## config.mk

```make
export PLATFORM = sky130hd
export DESIGN_NAME = dht_mod
export DESIGN_NICKNAME = d
export VERILOG_FILES = /design/src/hw/rtl/double_hash_table_defines.svh /design/src/hw/rtl/dht_pkg.sv /design/src/hw/rtl/dht_mod.sv
export SDC_FILE = /design/constraint.sdc
export NUM_CORES = 1
export LEC_CHECK = 0
export BUFFER_PORTS_ARGS = -buffer_cell sky130_fd_sc_hd__clkbuf_2
export CAP_MARGIN = 20
export CORE_MARGIN = 1
export CORE_UTILIZATION = 57
export DETAILED_ROUTE_END_ITERATION = 7
export PLACE_DENSITY = 0.79
export SLEW_MARGIN = 20
export SYNTH_ARGS = -nofsm -noshare
export SYNTH_HDL_FRONTEND = slang
export SYNTH_SLANG_ARGS = --single-unit
```

## constraint.sdc

```tcl
create_clock -name clk -period 2.85 [get_ports clk]
set_input_delay 0.1425 -clock clk [delete_from_list [all_inputs] [get_ports clk]]
set_output_delay 0.1425 -clock clk [all_outputs]
set_load 0.01 [all_outputs]
```

## src/hw/rtl/double_hash_table_defines.svh

```systemverilog
// Assertion macros used by the hash table top level.
`ifndef DOUBLE_HASH_TABLE_DEFINES_SVH
`define DOUBLE_HASH_TABLE_DEFINES_SVH

// Same-cycle implication, checked on the rising clock edge outside reset.
`define DHT_ASSERT_NOW(label, ante, cons, msg) \
  label: assert property (@(posedge clk) disable iff (rst) (ante) |-> (cons)) \
    else $error(msg);

// Next-cycle implication, checked on the rising clock edge outside reset.
`define DHT_ASSERT_NEXT(label, ante, cons, msg) \
  label: assert property (@(posedge clk) disable iff (rst) (ante) |=> (cons)) \
    else $error(msg);

`endif

```

## src/hw/rtl/dht_pkg.sv

```systemverilog
// Shared types, codes and helpers of the double hashing table.
`timescale 1ns / 1ps
package dht_pkg;

  localparam int DEF_SLOTS     = 128;
  localparam int DEF_KEY_BYTES = 8;

  localparam int KEY_W  = 64;
  localparam int ACT_W  = 2;
  localparam int OUT_W  = 2;
  localparam int SLOT_W = 7;
  localparam int CFG_W  = 8;
  localparam int MOD_W  = 8;
  localparam int KSUM_W = 11;

  localparam logic [CFG_W-1:0] TABLE_SIZE_RESET = 8'd128;

  localparam logic [ACT_W-1:0] ACT_INSERT = 2'd0;
  localparam logic [ACT_W-1:0] ACT_SEARCH = 2'd1;
  localparam logic [ACT_W-1:0] ACT_REMOVE = 2'd2;

  localparam logic [OUT_W-1:0] OUT_OK   = 2'd0;
  localparam logic [OUT_W-1:0] OUT_FULL = 2'd1;
  localparam logic [OUT_W-1:0] OUT_MISS = 2'd2;

  localparam logic [1:0] ST_EMPTY = 2'd0;
  localparam logic [1:0] ST_USED  = 2'd1;
  localparam logic [1:0] ST_TOMB  = 2'd2;

  typedef struct packed {
    logic [1:0]       status;
    logic [KEY_W-1:0] key;
  } slot_t;

  typedef struct packed {
    logic              start;
    logic [KSUM_W-1:0] k;
    logic [MOD_W-1:0]  m;
  } mod_req_t;

  typedef struct packed {
    logic             done;
    logic [MOD_W-1:0] rem_m;
    logic [MOD_W-1:0] rem_m1;
  } mod_rsp_t;

  typedef struct packed {
    logic  rd;
    logic  wr;
    slot_t wdata;
  } mem_ctl_t;

  function automatic logic [KSUM_W-1:0] key_sum(input logic [KEY_W-1:0] key);
    logic [KSUM_W-1:0] s;
    s = '0;
    for (int b = 0; b < KEY_W / 8; b++) begin
      s = s + KSUM_W'(key[8*b +: 8]);
    end
    return s;
  endfunction

endpackage

```

## src/hw/rtl/dht_mod.sv

```systemverilog
// Bit-serial unit that reduces the key byte sum modulo m and modulo m-1.
`timescale 1ns / 1ps
module dht_mod (
  input  logic              clk,
  input  logic              rst,
  input  dht_pkg::mod_req_t req,
  output dht_pkg::mod_rsp_t rsp
);
  import dht_pkg::*;

  logic [KSUM_W-1:0] kreg;
  logic [MOD_W-1:0]  d1;
  logic [MOD_W-1:0]  d2;
  logic [MOD_W-1:0]  r1;
  logic [MOD_W-1:0]  r2;
  logic [3:0]        left;
  logic              done;
  logic [MOD_W:0]    t1;
  logic [MOD_W:0]    t2;
  logic [MOD_W:0]    r1_next;
  logic [MOD_W:0]    r2_next;

  always_comb begin
    t1 = {r1, kreg[KSUM_W-1]};
    t2 = {r2, kreg[KSUM_W-1]};
    r1_next = (t1 >= {1'b0, d1}) ? (t1 - {1'b0, d1}) : t1;
    r2_next = (t2 >= {1'b0, d2}) ? (t2 - {1'b0, d2}) : t2;
  end

  always_ff @(posedge clk) begin
    if (rst) begin
      left <= '0;
      done <= 1'b0;
    end else begin
      done <= (left == 4'd1);
      if (req.start) begin
        left <= 4'(KSUM_W);
      end else if (left != 4'd0) begin
        left <= left - 4'd1;
      end
    end
  end

  always_ff @(posedge clk) begin
    if (req.start) begin
      kreg <= req.k;
      d1   <= req.m;
      d2   <= req.m - 8'd1;
      r1   <= '0;
      r2   <= '0;
    end else if (left != 4'd0) begin
      kreg <= kreg << 1;
      r1   <= r1_next[MOD_W-1:0];
      r2   <= r2_next[MOD_W-1:0];
    end
  end

  assign rsp.done   = done;
  assign rsp.rem_m  = r1;
  assign rsp.rem_m1 = r2;

endmodule

```

* Yosys cells after proc, flatten, opt, wreduce, memory -nomap -nowiden *
Index checks and enable logic that the tools add are counted.

storage, ports and cells
  register bits after elaboration = 48
  output and inout bits = 17
  bits of input ports = 22
  word-level logic and storage cells = 24

operators by class
  add/subtract/negate cells = 4
  $lt $le $gt $ge = 2
  reductions and logical operators = 3
  mux-type cells = 6
  equal/unequal tests = 1

operator list
  operator             number
  $mux 11              2
  $ge 9x8->1           2
  $mux 8               2
  $sub 8x8->8          2
  $mux 4               2
  $sub 8x1->8 const B  1
  $eq 4x1->1 const B   1
  $reduce_bool 4->1    1
  $sub 4x1->4 const B  1
  $reduce_bool 2->1    1
  $reduce_or 2->1      1

* Logic depth before layout (Yosys ltp) *
  depth after elaboration = 3
  mapped depth = 9
  gate-level depth less buffers = 9

* Worst setup path after synthesis *
No wires, ideal clock.

  path type = flip-flop to flip-flop
  start point = register kreg[10]
  end point = register r2[6]
  setup time = 0.079 ns
  arrival time = 1.961 ns
  path buffers = 0
  cell stages (with the launch flop) = 10
  setup slack = 0.810 ns
  cells stage by stage = edfxtp_1 > inv_1 > ha_1 > fa_1 > nor2b_4 > o31a_1 > o21a_1 > o21a_1 > o31a_1 > a211oi_2

on the way
  cells in the longest elaborated chain, start to end = 2
  elaborated cells on any way between the ends = 3

ends and longest elaborated chain
  what                                              line           RTL
  start: declaration                                dht_mod.sv:11  logic [KSUM_W-1:0] kreg;
  start signal: assignment                          dht_mod.sv:46  kreg <= req.k;
  start signal: assignment                          dht_mod.sv:52  kreg <= kreg << 1;
  $sub 8x8->8 / $ge 9x8->1 (equally long branches)  dht_mod.sv:27  r2_next = (t2 >= {1'b0, d2}) ? (t2 - {1'b0, d2}) : t2;
  $mux 8 *                                          dht_mod.sv:27
  end signal: assignment                            dht_mod.sv:54  r2 <= r2_next[MOD_W-1:0];
  end: declaration                                  dht_mod.sv:15  logic [MOD_W-1:0] r2;

Every way passes the cells marked *; elsewhere a longest branch is shown, timed or not.
A chain may end at the register's enable or synchronous reset.

* Worst setup path after layout *
  start point = register kreg[10]
  end point = register r1[7]

on the way
  cells in the longest elaborated chain, start to end = 2
  elaborated cells on any way between the ends = 3

ends and longest elaborated chain
  what                                              line           RTL
  $sub 8x8->8 / $ge 9x8->1 (equally long branches)  dht_mod.sv:26  r1_next = (t1 >= {1'b0, d1}) ? (t1 - {1'b0, d1}) : t1;
  $mux 8 *                                          dht_mod.sv:26
  end signal: assignment                            dht_mod.sv:53  r1 <= r1_next[MOD_W-1:0];
  end: declaration                                  dht_mod.sv:14  logic [MOD_W-1:0] r1;

Marks and branches as above.

==> flow_metrics.tcl <==
set metrics [dict create \
    stdcell_area_um2 3080 \
    critPathRequiredTime_ns 3.07 \
    grt_setup_unrepaired "false" \
    row_count 24 \
    worst_slew_pin_slew_ns 0.691 \
    leakage_nw 1.34 \
    syn_to_final_growth_pct 12.6 \
    synth.most_common_cell "nor2_1" \
    max_freq_mhz 430 \
    dp_slack_ns 0.595 \
    synth_edf_count 27 \
    multiInputGateArea_um2 1360 \
    clk_pin_slew_ns 0.09 \
    synthArstFlopShare_pct 0 \
    num-fill-cells 353 \
    routedWlPerCell_um 14.0 \
    hold-path-endpoint "d1[7]" \
    cts-buffers-inserted 5 \
    gr-total-overflow 0 \
    clockBufferDepth 2 \
    syn_area_per_cell_um2 9.95 \
    insertedDiodeCount 0 \
    slew_viol_final 0 \
    dp_hpwl_um 3770 \
    vias 2093 \
    core_area_um2 4470 \
    clk_latency_ns 0.30 \
    worstReg2RegStart "kreg[10]" \
    seqPwrFrac_pct 39.6 \
    grt_max_degree 27 \
    wl_met2_um 2360 \
    cts_root_buf "clkbuf_8" \
    start_util_pct 61.1 \
    fin_cells 367 \
    yosysSeqAreaShare_pct 45.0 \
    p_int_mw 1.53 \
    crit_path_start_kind "flip-flop" \
    detail_route.first_pass.iterations 6 \
    fin_crit_sh_pct 81.5 \
    tritoncts "done" \
    top_layer "met4" \
    grt_pass1_wl_um 8540 \
    synthesis.instances 275 \
    synth_common_cells "31 x nor2_1, 27 x edfxtp_1, 27 x inv_1" \
    clockPowerShare_pct 20.6 \
    regArea_um2 1230 \
    cts_sinks 48 \
    track_usage_pct 21.7 \
    ir_drop_mv 0.424 \
    switching_share_pct 35.5 \
    synth_ff_type "edfxtp_1" \
    cap_violations 0 \
    r2r-end "r1[7]" \
    yosysTopAreaCell "edfxtp_1" \
    postRouteAntennaNets 0 \
    nNetsFinal 355 \
    violations "design-rule violations" \
    drive_above_1_share_pct 21.6 \
    grt_pass1_vias 1910 \
    placed_area_um2 2970 \
    p_total_mw 2.37 \
    wl_met3_um 252 \
    worst-path-max-fanout 16 \
    grt_antenna_before_repair 0 \
    skew_ns 0.00945 \
    via_per_inst 5.70 \
    crit_type "reg -> reg" \
    slew_headroom_pct 53.9 \
    ff2ff_path_depth 8 \
    globalplace.congestion 0.874 \
    postCtsSetupBuffers 0 \
    final_util_pct 68.8 \
    hp-class "in -> reg" \
    post_cts_resized 0 \
    comb_power_share_pct 39.8 \
    cts-htree-levels 2 \
    drc_errors 2 \
    synth.area.top_cells "edfxtp_1 30%, dfxtp_1 15%, ha_1 7.8%" \
    hold_viol_final 0 \
    syn_area_um2 2740 \
    finalSetupTns_ns 0 \
    io_buffers 38 \
    arrival_ns 2.54 \
    whs_ns 0.0374 \
    setup_ws_ns 0.527 \
    yosys_warnings 0 \
    power.density_nw_per_um2 769 \
    dp.cells 359 \
    ys_types 45 \
    cts_hold_buf 0 \
    syn_nets 316 \
    min_period_ns 2.32 \
    drt_iter0_drc 144 \
    switchingPower_uw 840 \
    crit_path_end_kind "flip-flop" \
    finalSetupViolations 0 \
    die_h_um 71.3 \
    hold_start "req[7]" \
    io_pins 39 \
    synth_top_area_share_pct 29.6 \
    die_w_um 71.3 \
    wl_um 5140 \
    status "finished with violations" \
    yosys_register_bits 48 \
    min_path_cells 1 \
    r2r_slack_ns 0.53 \
    met1_length_um 2490 \
    die_area_um2 5080 \
]
==> power groups by stage <==
stage	sequential (mW)	clock, mW	combinational [mW]
floorplan	0.961	0	0.690
global placement	0.948	0	0.909
detailed placement	0.951	0	0.929
CTS	0.937	0.498	0.936
global route	0.953	0.525	1.05
finish	0.938	0.488	0.943
==> sequential cells by signal, summed over array words and instances, names as in the netlist <==
register and cells:
done 1, r1 8, kreg 11, left 4
r2 8, d2 8, d1 8
==> layout make-up <==
class	count	area share, %
clock buffer	5	2.23
multi-input combinational	191	44.1
tap	52	2.11
sequential	48	40.0
inverter	27	3.29
timing repair buffer	41	6.90
clock inverter	3	1.38
==> layout by cell type, fill, tap and decap left out, types with 3 or more instances in the layout <==
master    instances
clkbuf_2         38
buf_4             3
dfxtp_1          21
mux2_2           11
edfxtp_1         27
o31a_1            5
xor2_1            6
clkbuf_8          5
o21ai_0          11
inv_1            27
nor3_1           12
nand2_1          12
nor2_1           31
a21oi_1          19
ha_1             17
a211oi_1         13
nor2b_1           5
o21a_1            8
==> critical path, cell delays in order (launching register included) <==
cell	delay (ns)
edfxtp_1	0.45
inv_1	0.11
ha_1	0.25
nor2b_1	0.12
o21ai_0	0.13
a21oi_2	0.59
nor3_1	0.11
mux2_2	0.30
a211oi_1	0.19
==> how the worst max path moves through the flow <==
stage                        to  cells after the start  startpoint  slack [ns]
after floorplan           r2[6]                      9    kreg[10]        0.81
after global placement    r2[6]                      9    kreg[10]        0.64
after detailed placement  r1[7]                      8    kreg[10]        0.60
after CTS                 r1[7]                      8    kreg[10]        0.56
after global routing      r1[7]                      8    kreg[10]        0.34
final                     r1[7]                      8    kreg[10]        0.53
==> metal layers <==
layer	GRT usage (%)	up-vias
met1	30.8	956
met2	33.2	55
li1	-	1078
met4	5.11	0
met3	6.05	4
met5	0	-
==> cell families (layout without fill, tap and decap cells) <==
group,Yosys count,count (layout),synth area share [%]
and+or+nand+nor,79,79,14.7
AOI/OAI and AO/OA,73,73,18.3
DFF,48,48,45.0
buffers and inverters,36,76,5.31
adders and majority gates,19,19,9.24
muxes,12,12,4.89
xor gates and xnor gates,8,8,2.56
Power figures use the tool's default switching activity.
